==> src/design/rth_pkg.sv <==
// ----------------------------------------------------------------------------
// rth_pkg
// Shared types, constants and the long division step for the RGB to HSV
// conversion pipeline.
// ----------------------------------------------------------------------------
package rth_pkg;

	// hue scale in sixteenths of a degree
	localparam int HUE_SECTOR     = 960;
	localparam int HUE_GREEN_BASE = 1920;
	localparam int HUE_BLUE_BASE  = 3840;
	localparam int HUE_FULL_TURN  = 5760;

	// divider geometry: 18-bit numerator, 8-bit divisor, 10 quotient bits
	localparam int DIV_D_W      = 8;
	localparam int DIV_Q_W      = 10;
	localparam int DIV_NUM_W    = DIV_D_W + DIV_Q_W;
	localparam int DIV_STEPS    = 2;
	localparam int DIV_STAGES   = DIV_Q_W / DIV_STEPS;

	localparam int HUE_W = 13;

	// input transfer
	typedef struct packed {
		logic [7:0] red;
		logic [7:0] green;
		logic [7:0] blue;
		logic [7:0] alpha;
	} pixel_t;

	// result transfer
	typedef struct packed {
		logic [HUE_W-1:0] hue;
		logic [7:0]       saturation;
		logic [7:0]       brightness;
		logic [7:0]       opacity;
	} hsv_t;

	// partial state of one restoring divider
	typedef struct packed {
		logic [DIV_D_W-1:0] rem;
		logic [DIV_Q_W-1:0] work;
		logic [DIV_D_W-1:0] den;
	} div_t;

	// per-pixel data carried beside the dividers
	typedef struct packed {
		logic             neg;
		logic             gray;
		logic [HUE_W-1:0] base;
		logic [7:0]       brightness;
		logic [7:0]       opacity;
	} side_t;

	// one restoring step: shift in the next numerator bit, shift out a quotient bit
	function automatic div_t div_step(div_t d);
		logic [DIV_D_W:0] r_ext;
		logic [DIV_D_W:0] r_sub;
		div_t             o;
		r_ext = {d.rem, d.work[DIV_Q_W-1]};
		r_sub = r_ext - {1'b0, d.den};
		o     = d;
		if (r_ext >= {1'b0, d.den}) begin
			o.rem  = r_sub[DIV_D_W-1:0];
			o.work = {d.work[DIV_Q_W-2:0], 1'b1};
		end else begin
			o.rem  = r_ext[DIV_D_W-1:0];
			o.work = {d.work[DIV_Q_W-2:0], 1'b0};
		end
		return o;
	endfunction

endpackage

==> src/design/rth_front.sv <==
// ----------------------------------------------------------------------------
// rth_front
// First stage: largest and smallest channel, spread, hue sector selection and
// the scaled numerators that seed both dividers.
// ----------------------------------------------------------------------------
module rth_front import rth_pkg::*; (
	input  logic   clk,
	input  logic   arst_n,
	input  logic   vld,
	input  pixel_t pix,
	output logic   vld_s1,
	output div_t   hue_s1,
	output div_t   sat_s1,
	output side_t  side_s1
);

	logic [7:0]           mx;
	logic [7:0]           mn;
	logic [7:0]           spread;
	logic signed [8:0]    diff;
	logic [7:0]           mag;
	logic [HUE_W-1:0]     base;
	logic [DIV_NUM_W-1:0] hue_num;
	logic [DIV_NUM_W-1:0] sat_num;

	// extremes of the three colour channels
	always_comb begin
		mx = pix.red;
		mn = pix.red;
		if (pix.green > mx) mx = pix.green;
		if (pix.blue > mx)  mx = pix.blue;
		if (pix.green < mn) mn = pix.green;
		if (pix.blue < mn)  mn = pix.blue;
		spread = mx - mn;
	end

	// sector choice, red wins ties then green
	always_comb begin
		if (pix.red == mx) begin
			diff = $signed({1'b0, pix.green}) - $signed({1'b0, pix.blue});
			base = '0;
		end else if (pix.green == mx) begin
			diff = $signed({1'b0, pix.blue}) - $signed({1'b0, pix.red});
			base = HUE_W'(HUE_GREEN_BASE);
		end else begin
			diff = $signed({1'b0, pix.red}) - $signed({1'b0, pix.green});
			base = HUE_W'(HUE_BLUE_BASE);
		end
		mag = diff[8] ? 8'(-diff) : 8'(diff);
	end

	// numerators: 960 * |diff| and 255 * spread, both as shift and subtract
	always_comb begin
		hue_num = ({10'd0, mag} << 10) - ({10'd0, mag} << 6);
		sat_num = ({10'd0, spread} << 8) - {10'd0, spread};
	end

	// valid bit
	always_ff @(posedge clk or negedge arst_n) begin
		if (!arst_n) begin
			vld_s1 <= 1'b0;
		end else begin
			vld_s1 <= vld;
		end
	end

	// payload
	always_ff @(posedge clk) begin
		hue_s1.rem          <= hue_num[DIV_NUM_W-1:DIV_Q_W];
		hue_s1.work         <= hue_num[DIV_Q_W-1:0];
		hue_s1.den          <= spread;
		sat_s1.rem          <= sat_num[DIV_NUM_W-1:DIV_Q_W];
		sat_s1.work         <= sat_num[DIV_Q_W-1:0];
		sat_s1.den          <= mx;
		side_s1.neg         <= diff[8];
		side_s1.gray        <= (spread == 8'd0);
		side_s1.base        <= base;
		side_s1.brightness  <= mx;
		side_s1.opacity     <= pix.alpha;
	end

endmodule

==> src/design/rth_div_stage.sv <==
// ----------------------------------------------------------------------------
// rth_div_stage
// One pipeline stage of the hue and saturation dividers: two restoring
// steps on each, with the side data carried along.
// ----------------------------------------------------------------------------
module rth_div_stage import rth_pkg::*; (
	input  logic  clk,
	input  logic  arst_n,
	input  logic  vld,
	input  div_t  hue_d,
	input  div_t  sat_d,
	input  side_t side,
	output logic  vld_sn,
	output div_t  hue_sn,
	output div_t  sat_sn,
	output side_t side_sn
);

	div_t hue_nx;
	div_t sat_nx;

	// two quotient bits per stage
	always_comb begin
		hue_nx = hue_d;
		sat_nx = sat_d;
		for (int i = 0; i < DIV_STEPS; i++) begin
			hue_nx = div_step(hue_nx);
			sat_nx = div_step(sat_nx);
		end
	end

	// valid bit
	always_ff @(posedge clk or negedge arst_n) begin
		if (!arst_n) begin
			vld_sn <= 1'b0;
		end else begin
			vld_sn <= vld;
		end
	end

	// payload
	always_ff @(posedge clk) begin
		hue_sn  <= hue_nx;
		sat_sn  <= sat_nx;
		side_sn <= side;
	end

endmodule

==> src/design/rth_back.sv <==
// ----------------------------------------------------------------------------
// rth_back
// Last stage: floor correction for negative hue offsets, sector base,
// wrap into one full turn and gray masking.
// ----------------------------------------------------------------------------
module rth_back import rth_pkg::*; (
	input  logic  clk,
	input  logic  arst_n,
	input  logic  vld,
	input  div_t  hue_d,
	input  div_t  sat_d,
	input  side_t side,
	output logic  vld_s7,
	output hsv_t  res_s7
);

	logic [13:0]        mag;
	logic signed [13:0] off;
	logic signed [13:0] sum;
	logic [HUE_W-1:0]   hue;

	// floor of a negative quotient rounds the magnitude up
	always_comb begin
		mag = {4'd0, hue_d.work};
		if (side.neg && (hue_d.rem != '0)) mag = mag + 14'd1;
		off = side.neg ? -$signed(mag) : $signed(mag);
		sum = $signed({1'b0, side.base}) + off;
		if (sum < 0) sum = sum + 14'(HUE_FULL_TURN);
		hue = side.gray ? '0 : sum[HUE_W-1:0];
	end

	// valid bit
	always_ff @(posedge clk or negedge arst_n) begin
		if (!arst_n) begin
			vld_s7 <= 1'b0;
		end else begin
			vld_s7 <= vld;
		end
	end

	// result register
	always_ff @(posedge clk) begin
		res_s7.hue        <= hue;
		res_s7.saturation <= side.gray ? 8'd0 : sat_d.work[7:0];
		res_s7.brightness <= side.brightness;
		res_s7.opacity    <= side.opacity;
	end

endmodule

==> src/design/rgb_to_hsv_convert.sv <==
// ----------------------------------------------------------------------------
// rgb_to_hsv_convert
// RGBA to HSV plus alpha, fully pipelined with two divider lanes.
// ----------------------------------------------------------------------------
// usage
//   input: a pixel is transferred on a rising edge with start high and busy
//   low. busy is always low, so a pixel may be offered on every clock.
//   output: each result is shown on result for exactly one cycle with done
//   high; the receiver takes it at the end of that cycle.
// pipeline
//   each pixel passes through registered stages in order: one front stage
//   (extremes, spread, numerators), five divider stages of two quotient
//   bits each, one correction stage.
// throughput
//   one pixel per clock; results leave in input order.
// reset
//   arst_n clears all valid bits at once; pixels in flight are dropped and
//   no result appears until a new pixel is accepted.
// stalls
//   the receiver cannot hold results off, so the pipeline never stalls.
// ----------------------------------------------------------------------------
module rgb_to_hsv_convert import rth_pkg::*; (
	input  logic   clk,
	input  logic   arst_n,
	input  logic   start,
	output logic   busy,
	input  pixel_t pixel,
	output logic   done,
	output hsv_t   result
);

	logic  vld_p  [DIV_STAGES+1];
	div_t  hue_p  [DIV_STAGES+1];
	div_t  sat_p  [DIV_STAGES+1];
	side_t side_p [DIV_STAGES+1];

	// never blocks a transfer
	assign busy = 1'b0;

	// front stage
	rth_front u_front (
		.clk     (clk),
		.arst_n  (arst_n),
		.vld     (start),
		.pix     (pixel),
		.vld_s1  (vld_p[0]),
		.hue_s1  (hue_p[0]),
		.sat_s1  (sat_p[0]),
		.side_s1 (side_p[0])
	);

	// divider stages
	for (genvar g = 0; g < DIV_STAGES; g++) begin : g_div
		rth_div_stage u_stage (
			.clk     (clk),
			.arst_n  (arst_n),
			.vld     (vld_p[g]),
			.hue_d   (hue_p[g]),
			.sat_d   (sat_p[g]),
			.side    (side_p[g]),
			.vld_sn  (vld_p[g+1]),
			.hue_sn  (hue_p[g+1]),
			.sat_sn  (sat_p[g+1]),
			.side_sn (side_p[g+1])
		);
	end

	// correction and result register
	rth_back u_back (
		.clk    (clk),
		.arst_n (arst_n),
		.vld    (vld_p[DIV_STAGES]),
		.hue_d  (hue_p[DIV_STAGES]),
		.sat_d  (sat_p[DIV_STAGES]),
		.side   (side_p[DIV_STAGES]),
		.vld_s7 (done),
		.res_s7 (result)
	);

endmodule
==> config.mk <==
export PLATFORM = sky130hd
export DESIGN_NAME = rgb_to_hsv_convert
export DESIGN_NICKNAME = d
export VERILOG_FILES = /design/src/design/rth_pkg.sv /design/src/design/rth_front.sv /design/src/design/rth_div_stage.sv /design/src/design/rth_back.sv /design/src/design/rgb_to_hsv_convert.sv
export SDC_FILE = /design/constraint.sdc
export NUM_CORES = 1
export LEC_CHECK = 0
export BUFFER_PORTS_ARGS = -buffer_cell sky130_fd_sc_hd__buf_2
export CAP_MARGIN = 5
export CORE_MARGIN = 4
export CORE_UTILIZATION = 30
export DETAILED_ROUTE_END_ITERATION = 12
export PLACE_DENSITY = 0.48
export SLEW_MARGIN = 40
export SYNTH_ARGS = -nofsm -noshare
export SYNTH_HDL_FRONTEND = slang
export SYNTH_HIERARCHICAL = 1
export SYNTH_SLANG_ARGS = --single-unit
==> constraint.sdc <==
create_clock -name clk -period 3.8 [get_ports clk]
set_input_delay 0.95 -clock clk [delete_from_list [all_inputs] [get_ports clk]]
set_output_delay 0.95 -clock clk [all_outputs]
set_load 0.03 [all_outputs]
Word level (Yosys, flattened, before mapping):

Cells that the tools add are included.

* $add $sub $neg: 30
* $mul: 0
* divide/modulo/power cells: 0
* magnitude comparators: 25
* equality and inequality tests: 2
* shifts and indexed selects: 0
* mux-type cells: 31
* bitwise logic cells: 0
* reductions and logical operators: 3

Operators with widths (number)
* two-way mux 18 bit: 19
* greater-or-equal comparator 9 x 8 -> 1 bit: 20
* subtractor 8 bit: 20
* two-way mux 8 bit: 5
* two-way mux 14 bit: 2
* subtractor 8 x 8 -> 9 bit: 3
* two-way mux 9 bit: 2
* subtractor 18 x 14 -> 18 bit: 1
* subtractor 16 x 8 -> 17 bit: 1
* == test 8 bit: 2
* greater-than comparator 8 bit: 2
* < comparator 8 bit: 2
* adder 14 bit: 1
* < comparator 14 x 1 -> 1 bit (second input constant): 1
* negator 14 bit: 1
* adder 13 bit (second input constant): 1
* two-way mux 13 bit: 1
* two-way mux 12 bit: 1
* adder 10 x 1 -> 11 bit (second input constant): 1
* logical NOT 8 bit: 1
* negator 8 bit: 1
* nonzero test 8 bit: 1
* logical AND 1 bit: 1
* two-way mux 1 bit: 1

* bits in registers: 475
* latch bits: 0
* bits in writable memories: 0
* bits in read-only memories: 0
* output and inout bits: 39
* memories kept: 0

Depth between registers and ports, before layout:

Gate-level depths: netlist (run 1).

* depth after elaboration: 10
* gate-level depth with buffers: 30
* gate-level depth less buffers: 29

By module:

Netlist (run 1), hierarchy kept.

By module, submodules not included
* rth_div_stage at g_div[0].u_stage ...: instances 3, cells each 316, area each 3437.0 sq um, sequential area each 1686.6 sq um
* rth_front: instances 1, cells each 584, area each 4931.0 sq um, sequential area each 1166.1 sq um
* rth_div_stage at g_div[2].u_stage: instances 1, cells each 317, area each 3459.6 sq um, sequential area each 1686.6 sq um
* rth_div_stage at g_div[3].u_stage: instances 1, cells each 316, area each 3392.0 sq um, sequential area each 1686.6 sq um
* rth_back: instances 1, cells each 225, area each 2102.0 sq um, sequential area each 765.7 sq um
* rgb_to_hsv_convert: instances 1, cells each 2, area each 11.3 sq um, sequential area each 0.0 sq um

Least setup slack after synthesis (run 1):

No wires, ideal clock.

* kind: input to register
* from: input pixel[18] (netlist bit)
* to: register u_front/hue_s1[22] (netlist bit)
* library setup time: 0.062 ns
* data arrival time: 6.388 ns
* path slack: -2.649 ns
* stages: 27
* buffers on the path: 3
* path through: inv_1 > ha_1 > nand3b_1 > a211oi_2 > a211o_1 > buf_2 > mux2i_1 > ha_1 > nor2b_1 > o211ai_1 > a21oi_2 > or2_1 > buf_2 > a221o_1 > a211oi_2 > buf_4 > nand2_1 > a31oi_2 > ha_1 > a31oi_4 > xor2_4 > inv_2 > ha_1 > and4_1 > o21ai_2 > or4_1 > nand3_1

* cells in the longest elaborated chain, start to end: 10

RTL lines
* from (decl): line rgb_to_hsv_convert.sv:27 `input pixel_t pixel,`
* greater-than comparator 8 bit: line rth_front.sv:30 `if (pix.green > mx) mx = pix.green;`
* two-way mux 8 bit: line rth_front.sv:30
* greater-than comparator 8 bit: line rth_front.sv:31 `if (pix.blue > mx) mx = pix.blue;`
* two-way mux 8 bit: line rth_front.sv:31
* == test 8 bit: line rth_front.sv:42 `end else if (pix.green == mx) begin`
* two-way mux 9 bit: line rth_front.sv:42
* two-way mux 9 bit (*): line rth_front.sv:39 `if (pix.red == mx) begin`
* negator 8 bit: line rth_front.sv:49 `mag = diff[8] ? 8'(-diff) : 8'(diff);`
* two-way mux 8 bit (*): line rth_front.sv:49
* subtractor 18 x 14 -> 18 bit (*): line rth_front.sv:54 `hue_num = ({10'd0, mag} << 10) - ({10'd0, mag} << 6);`
* via u_front.hue_num[14]: line rth_front.sv:23 `logic [DIV_NUM_W-1:0] hue_num;`
* to (decl): line rth_front.sv:12 `output div_t hue_s1,`

Mark *: on every way through the listed nets, which the timed path passes. The rest lies on a longest branch.
A chain may end at the register's enable or synchronous reset.

Final worst setup path (run 1):

* from: input pixel[17] (netlist bit)
* to: register u_front/hue_s1[22] (netlist bit)

Same word-level chain as after synthesis.

==> flow_metrics.py, run 1 <==
metrics = {
    "status": {
        "status": "finished, violations left",
        "violations": "negative setup slack",
    },
    "place": {
        "dpl.hpwl_um": 44750,
        "placedCellCount": 3834,
        "portBuffers": 72,
        "place.gp.congestion": 0.8837,
    },
    "setup_path": {
        "r2r-start": "g_div[4].u_stage/hue_sn[22]$_DFF_P_",
        "cpLargestDelayFamily": "simple AND/OR/NAND/NOR gates",
        "cp.depth": 27,
        "start_kind": "input pin",
        "required_ps": 4310,
        "cpPeakStageDelay_ps": 470,
        "crit_buf_inv": 6,
        "worst_r2r_path_depth": 17,
        "crit_path_start": "pixel[17]",
        "cp_max_fo": 5,
        "endpoint_kind": "flop",
        "reg2reg_slack_ps": -130,
        "crit_slowest_cell": "or4_1",
        "arrival_ps": 6170,
        "critPathKind": "input pin to flop",
        "critPathCapture": "u_front/hue_s1[22]$_DFF_P_",
        "crit_path_frequent_cell": "buf_6",
        "r2r-end": "u_back/res_s7[36]$_SDFF_PP0_",
    },
    "route": {
        "remaining_drc_errors": 0,
        "via_per_inst": 4.558,
        "wirelength_um": 57790,
        "first_pass_iters": 5,
        "route.detailed.wl_per_inst_um": 14.31,
        "dr.first_iter.drc_count": 666,
        "ant_nets": 0,
        "vias": 18415,
    },
    "global_routing": {
        "grt_pass1_wl_um": 94000,
        "grt_usage": 0.1368,
        "first_global_vias": 19025,
        "overflow": 0,
        "antenna_found_initial": 1,
        "grt_max_degree": 22,
    },
    "final_layout": {
        "layout_commonest_cell": "buf_4",
        "drive_gt1_frac": 0.3691,
        "post-route-util": 0.4256,
        "syn_to_final_growth_pct": 39.52,
        "num_antenna_cells": 0,
        "nets": 3254,
        "nFillCells": 7260,
        "final_cells": 4040,
        "final_cell_mix": "503 x buf_4, 461 x dfxtp_1, 187 x ha_1",
    },
    "sta": {
        "hold_viol": 0,
        "setup_ws_ps": -1865,
        "relSlewSlack": 0.4834,
        "grt_setup_unrepaired": "true",
        "worst_pin_slew_ps": 773.9,
        "drv_slew": 0,
        "whs_ps": 181.4,
        "report.final.setup_viol": 45,
        "clock.fmax_mhz": 176.5,
        "fin_crit_ps": 5665,
        "tns_ps": -47350,
        "finalCritPeriodShare": 1.491,
        "clock_skew_ps": 21.44,
    },
    "worst_hold_path": {
        "hold_path.class": "input pin to async pin",
    },
    "die": {
        "die_h_um": 286.8,
        "rows": 101,
        "die_area_um2": 82270,
        "io_pins": 74,
        "die_x_um": 286.8,
        "core-area_um2": 76450,
        "start_util": 0.3051,
    },
    "clock_tree": {
        "hold_buffers": 0,
        "insertion_delay_ps": 590,
        "cts-htree-levels": 2,
        "cts_tree": "done",
        "clock_path_buffers": 3,
        "cts.sinks": 482,
        "cts_buffers": 51,
        "cts_root_buf": "clkbuf_16",
        "clk_pin_slew_worst_paths_ps": 60,
    },
    "yosys": {
        "syn_inst": 2332,
        "yosysWarnings": 6,
        "synth_area_per_cell_um2": 10.00,
        "synth_area_um2": 23320,
    },
    "run": {
        "drv_cap": 0,
    },
}
[area by class of cell]
class / instances / area [um^2] / share of cell area
tap: 1030 / 1289 / 0.03960
clock inverter: 33 / 437.9 / 0.01346
clock buffer: 62 / 1420 / 0.04364
multi-input combinational: 1607 / 14220 / 0.4370
timing repair buffer: 619 / 4683 / 0.1439
inverter: 207 / 789.5 / 0.02426
sequential: 482 / 9702 / 0.2981
[flip-flops by register name, summed over array words and instances (netlist names)]
name                   flops
u_front/side_s1           21
g_div.u_stage/vld_sn       5
u_front/sat_s1            17
u_front/vld_s1             1
g_div.u_stage/side_sn    155
u_back/vld_s7              1
g_div.u_stage/sat_sn     104
g_div.u_stage/hue_sn     122
u_front/hue_s1            19
u_back/res_s7             37
[timing repair]
item	in CTS	in global routing
gates resized for setup	187	173
setup endpoints to repair	81	114
pin swaps	106	91
buffers inserted	62	51
gates cloned	1	2
[metrics by stage]
| step | setup slack (ps) | area, um^2 |
|---|---|---|
| after global placement | -2460 | 28190 |
| after detailed placement | -2550 | 28190 |
| after global routing | -2046 | 32540 |
| after floorplan | -2332 | 23630 |
| final | -1865 | 32540 |
| after CTS | -1688 | 31310 |
[worst min path at each step]
stage	from	to	slack, ps	cells after the start
floorplan	u_front/hue_s1[14]$_DFF_P_	g_div[0].u_stage/hue_sn[16]$_DFF_P_	310	0
global placement	g_div[3].u_stage/side_sn[7]$_DFF_P_	g_div[4].u_stage/side_sn[7]$_DFF_P_	310	0
detailed placement	u_front/sat_s1[12]$_DFF_P_	g_div[0].u_stage/sat_sn[14]$_DFF_P_	310	0
CTS	arst_n	g_div[0].u_stage/vld_sn$_DFF_PN0_	130	1
global route	arst_n	g_div[0].u_stage/vld_sn$_DFF_PN0_	150	1
finish	arst_n	g_div[0].u_stage/vld_sn$_DFF_PN0_	180	1
[worst reg2reg max path: cells and delay by family, from the launching register on]
| kind | cells | cell delay, ps |
|---|---|---|
| compound gates | 5 | 780 |
| buf+inv | 2 | 350 |
| flops | 1 | 330 |
| xor+xnor | 2 | 230 |
| fa+ha+maj | 1 | 300 |
| simple gates | 7 | 1890 |
[layer usage]
metal | vias up | GRT usage | share of wire
li1 | 9438 | - | -
met1 | 8550 | 0.1692 | 0.45
met2 | 298 | 0.2415 | 0.48
met3 | 129 | 0.02070 | 0.035
met4 | 0 | 0.04904 | 0.033
met5 | - | 0 | 0
Power of run 1 is left out: the tool's default activity adds up to more than one toggle a clock period on the data nets, which glitch-free logic cannot reach.
==> run 2: changes to the inputs <==
--- a/config.mk
+++ b/config.mk
@@ -5,7 +5,7 @@
 export SDC_FILE = /design/constraint.sdc
 export NUM_CORES = 1
 export LEC_CHECK = 0
-export BUFFER_PORTS_ARGS = -buffer_cell sky130_fd_sc_hd__buf_2
+export BUFFER_PORTS_ARGS = -buffer_cell sky130_fd_sc_hd__buf_4
 export CAP_MARGIN = 5
 export CORE_MARGIN = 4
 export CORE_UTILIZATION = 30
==> run 2 against run 1 <==
  * The run still ends with negative setup slack left
  * Final cell count shrank 0.62%
  * Hold slack worse by 19 ps
  * Core utilization down 0.29 points
  * Fmax increased by 1.7%
  * Flip-flop and latch count is the same
  * Count of clock-buffer cells in the layout up 1
  * First-iteration DRC count is 21% higher
  * Register-to-register slack is essentially flat
==> flow_metrics.py, run 2 (same netlist as run 1, synthesis figures left out) <==
metrics = {
    "clock_tree": {
        "clk_pin_slew_worst_paths_ps": 60,
        "cts_root_buf": "clkbuf_16",
        "insertion_delay_ps": 580,
        "cts_buffers": 51,
        "cts.sinks": 482,
        "cts_tree": "done",
        "cts-htree-levels": 2,
        "clock_path_buffers": 3,
    },
    "die": {
        "die_area_um2": 82270,
        "die_h_um": 286.8,
        "core-area_um2": 76450,
        "start_util": 0.3051,
        "rows": 101,
        "die_x_um": 286.8,
        "io_pins": 74,
    },
    "status": {
        "violations": "negative setup slack",
        "status": "finished, violations left",
    },
    "setup_path": {
        "cp_max_fo": 5,
        "critPathKind": "input pin to flop",
        "arrival_ps": 6080,
        "cpPeakStageDelay_ps": 470,
        "crit_path_frequent_cell": "ha_4",
        "r2r-end": "u_back/res_s7[36]$_SDFF_PP0_",
        "reg2reg_slack_ps": -120,
        "endpoint_kind": "flop",
        "crit_slowest_cell": "or4_1",
        "r2r-start": "g_div[4].u_stage/hue_sn[19]$_DFF_P_",
        "required_ps": 4310,
        "start_kind": "input pin",
        "worst_r2r_path_depth": 18,
    },
    "sta": {
        "clock_skew_ps": 18.85,
        "relSlewSlack": 0.4974,
        "grt_setup_unrepaired": "true",
        "clock.fmax_mhz": 179.6,
        "worst_pin_slew_ps": 752.9,
        "fin_crit_ps": 5569,
        "drv_slew": 0,
        "hold_viol": 0,
        "tns_ps": -42730,
        "finalCritPeriodShare": 1.465,
        "whs_ps": 162.6,
        "setup_ws_ps": -1769,
        "report.final.setup_viol": 42,
    },
    "place": {
        "dpl.hpwl_um": 45830,
        "place.gp.congestion": 0.8611,
        "portBuffers": 72,
    },
    "final_layout": {
        "drive_gt1_frac": 0.3635,
        "nets": 3232,
        "final_cell_mix": "563 x buf_4, 463 x dfxtp_1, 183 x inv_1",
        "seq_area_um2": 9699,
        "num_antenna_cells": 0,
        "largest_reg_flops": 155,
        "nFillCells": 7413,
        "top_regs": "g_div.u_stage/side_sn x155, g_div.u_stage/hue_sn x122, g_div.u_stage/sat_sn x104",
        "multi_input_area_um2": 14160,
        "syn_to_final_growth_pct": 38.55,
        "largest-register": "g_div.u_stage/side_sn",
        "layout_commonest_cell": "buf_4",
    },
    "route": {
        "route.detailed.wl_per_inst_um": 14.56,
        "wirelength_um": 58470,
        "first_pass_iters": 5,
        "vias": 18406,
        "remaining_drc_errors": 0,
        "via_per_inst": 4.584,
        "ant_nets": 0,
        "dr.first_iter.drc_count": 806,
    },
    "global_routing": {
        "grt_pass1_wl_um": 94360,
        "grt_usage": 0.1379,
        "grt_use_met3": 0.01887,
        "grt_use_met1": 0.1764,
        "first_global_vias": 18961,
        "antenna_found_initial": 1,
        "grt-busiest-layer": "met2",
        "grtUsageMet2": 0.2412,
        "grt_max_degree": 22,
        "overflow": 0,
    },
    "worst_hold_path": {
        "hold_path.class": "input pin to async pin",
    },
    "run": {
        "drv_cap": 0,
    },
}
[run 2: cell count changes in the layout (fill, tap and decap cells not counted), sizes merged]
cell / previous run / this run
buf: 619 / 597
inv: 216 / 212
clkinv: 8 / 10
clkinvlp: 9 / 7
clkbuf: 62 / 63
[run 2: final cells by class]
class | count | share of cell area
flip-flops and latches | 482 | 0.3001
repair buffers | 597 | 0.1430
clock inverters | 29 | 0.01169
clock buffers | 63 | 0.04247
multi-input cells | 1607 | 0.4381
well taps | 1030 | 0.03988
inverters | 207 | 0.02474
[run 2: per-stage QoR]
stage | instance area (um^2) | std cells | util | setup slack (ps)
finish | 32320 | 4015 | 0.4227 | -1769
global route | 32320 | 4015 | 0.4227 | -1936
CTS | 31210 | 3972 | 0.4082 | -1663
detailed placement | 28310 | 3826 | 0.3703 | -2684
global placement | 28310 | 3826 | 0.3703 | -2545
floorplan | 23630 | 2346 | - | -2332
[run 2: timing repair]
item                                    in CTS  in global routing
endpoints found under the setup margin      87                119
gates resized for setup                    173                167
cloned                                       1                  1
buffers inserted                            54                 43
hold buffers                                 0                  0
pin swaps                                   86                 87
[run 2: how the worst max path moves through the flow]
stage,startpoint,endpoint,cells after the start
final,pixel[20],u_front/hue_s1[22]$_DFF_P_,25
after global routing,pixel[19],u_front/hue_s1[22]$_DFF_P_,28
after CTS,pixel[26],u_front/hue_s1[22]$_DFF_P_,25
after detailed placement,pixel[17],u_front/hue_s1[22]$_DFF_P_,28
after global placement,pixel[17],u_front/hue_s1[22]$_DFF_P_,28
after floorplan,pixel[24],u_front/hue_s1[22]$_DFF_P_,28
[run 2: metal layers]
layer	part of all wire	wire [um]	vias to the layer above
li1	-	-	9407
met1	0.46	27070	8610
met2	0.48	27880	277
met3	0.033	1954	112
met4	0.027	1565	0
met5	0	0	-
[run 2: worst max-delay path: cells and delay by family]
kind	cells	cell delay, ps
multiplexers	1	350
adder cells (fa/ha/maj)	3	730
AO/OA/AOI/OAI	10	1980
AND/OR/NAND/NOR	5	1370
buffers and inverters	5	530
XOR/XNOR	1	170
Power of run 2 is left out for the same reason.
==> run 3: changes to the inputs <==
--- a/config.mk
+++ b/config.mk
@@ -11,6 +11,7 @@
 export CORE_UTILIZATION = 30
 export DETAILED_ROUTE_END_ITERATION = 12
 export PLACE_DENSITY = 0.48
+export SKIP_LAST_GASP = 1
 export SLEW_MARGIN = 40
 export SYNTH_ARGS = -nofsm -noshare
 export SYNTH_HDL_FRONTEND = slang
==> run 3 against run 2 <==
  * Register-to-register slack got worse by 20 ps
  * Worst setup slack improved by 53 ps
  * Global-route usage barely moved
  * Flip-flop and latch count did not move
  * Non-clock buffer count fell by 6
  * The flow still finishes with violations (negative setup slack)
  * Hold slack improved by 1.3 ps
  * Core utilization fell by 0.16 points
  * Fmax rose by 0.95%
==> flow_metrics.py, run 3 (same netlist as run 1, synthesis figures left out) <==
metrics = {
    "status": {
        "status": "finished, violations left",
        "violations": "negative setup slack",
    },
    "final_layout": {
        "largest-register": "g_div.u_stage/side_sn",
        "layout_commonest_cell": "buf_4",
        "num_antenna_cells": 0,
        "nets": 3226,
        "top_regs": "g_div.u_stage/side_sn x155, g_div.u_stage/hue_sn x122, g_div.u_stage/sat_sn x104",
        "nFillCells": 7435,
        "post-route-util": 0.4211,
        "drive_gt1_frac": 0.3588,
        "syn_to_final_growth_pct": 38.04,
        "largest_reg_flops": 155,
        "fin_area_um2": 32200,
        "final_cell_mix": "561 x buf_4, 463 x dfxtp_1, 185 x inv_1",
    },
    "sta": {
        "tns_ps": -42600,
        "finalCritPeriodShare": 1.452,
        "drv_slew": 0,
        "whs_ps": 163.9,
        "relSlewSlack": 0.5067,
        "clock_skew_ps": 18.70,
        "clock.fmax_mhz": 181.3,
        "worst_pin_slew_ps": 739.0,
        "fin_crit_ps": 5516,
        "report.final.setup_viol": 42,
        "grt_setup_unrepaired": "true",
        "setup_ws_ps": -1716,
        "hold_viol": 0,
    },
    "clock_tree": {
        "hold_buffers": 0,
        "clk_pin_slew_worst_paths_ps": 60,
        "cts.sinks": 482,
        "cts-htree-levels": 2,
        "cts_root_buf": "clkbuf_16",
        "cts_tree": "done",
        "cts_buffers": 51,
        "clock_path_buffers": 3,
        "insertion_delay_ps": 580,
    },
    "setup_path": {
        "cpPeakStageDelay_ps": 470,
        "critPathKind": "input pin to flop",
        "start_kind": "input pin",
        "crit_slowest_cell": "or4_1",
        "required_ps": 4310,
        "r2r-end": "u_back/res_s7[36]$_SDFF_PP0_",
        "reg2reg_slack_ps": -140,
        "worst_r2r_path_depth": 18,
        "cp_max_fo": 5,
        "arrival_ps": 6030,
        "endpoint_kind": "flop",
        "r2r-start": "g_div[4].u_stage/hue_sn[21]$_DFF_P_",
        "crit_path_frequent_cell": "ha_4",
    },
    "route": {
        "vias": 18308,
        "remaining_drc_errors": 0,
        "dr.first_iter.drc_count": 758,
        "via_per_inst": 4.567,
        "wirelength_um": 58240,
        "route.detailed.wl_per_inst_um": 14.53,
        "first_pass_iters": 5,
        "ant_nets": 0,
    },
    "global_routing": {
        "grt_pass1_wl_um": 94250,
        "antenna_found_initial": 1,
        "grt_usage": 0.1377,
        "first_global_vias": 18932,
        "overflow": 0,
        "grt_max_degree": 22,
    },
    "die": {
        "rows": 101,
        "start_util": 0.3051,
        "core-area_um2": 76450,
        "die_x_um": 286.8,
        "die_h_um": 286.8,
        "io_pins": 74,
        "die_area_um2": 82270,
    },
    "worst_hold_path": {
        "hold_path.class": "input pin to async pin",
    },
    "run": {
        "drv_cap": 0,
    },
    "place": {
        "dpl.hpwl_um": 45830,
        "place_area_um2": 28310,
        "place.gp.congestion": 0.8611,
        "portBuffers": 72,
    },
}
==> run 3: changes by cell type in the layout (fill, tap and decap cells not counted), sizes merged <==
cell  change
buf       -6
==> run 3: final cells by class <==
cell class	count	area (um^2)	area share
well taps	1030	1289	0.04002
multi-input cells	1607	14110	0.4382
repair buffers	591	4557	0.1415
flip-flops and latches	482	9699	0.3012
inverters	207	794.5	0.02468
clock buffers	63	1373	0.04263
clock inverters	29	377.9	0.01174
==> run 3: worst max path at each step <==
stage / startpoint / end / slack, ps / cells after the start
6_report: pixel[20] / u_front/hue_s1[22]$_DFF_P_ / -1720 / 25
5_1_grt: pixel[20] / u_front/hue_s1[22]$_DFF_P_ / -1900 / 31
4_1_cts: pixel[26] / u_front/hue_s1[22]$_DFF_P_ / -1660 / 25
3_5_place_dp: pixel[17] / u_front/hue_s1[22]$_DFF_P_ / -2680 / 28
3_3_place_gp: pixel[17] / u_front/hue_s1[22]$_DFF_P_ / -2540 / 28
2_1_floorplan: pixel[24] / u_front/hue_s1[22]$_DFF_P_ / -2330 / 28
==> run 3: worst max-delay path: cells and delay by family <==
| kind | cells | cell delay (ps) |
|---|---|---|
| AO/OA/AOI/OAI | 10 | 1930 |
| AND/OR/NAND/NOR | 5 | 1360 |
| adder cells (fa/ha/maj) | 3 | 720 |
| buffers and inverters | 5 | 550 |
| multiplexers | 1 | 350 |
| XOR/XNOR | 1 | 170 |
==> run 3: per-stage QoR <==
step,worst slack [ps],instances
global placement,-2545,3826
floorplan,-2332,2346
detailed placement,-2684,3826
global route,-1898,4009
finish,-1716,4009
CTS,-1663,3972
==> run 3: repair_timing <==
item,4_1_cts,5_1_grt
endpoints found under the setup margin,87,119
resized for setup,166,154
setup buffers,54,36
pin swaps,83,88
endpoints found under the hold margin,0,0
cloned,1,1
==> run 3: layer usage <==
metal | GRT usage | routed length [um] | up-vias
met4 | 0.04209 | 1504 | 0
met1 | 0.1763 | 27070 | 8563
li1 | - | - | 9401
met5 | 0 | 0 | -
met3 | 0.01887 | 1857 | 101
met2 | 0.2407 | 27800 | 243
Power of run 3 is left out for the same reason.
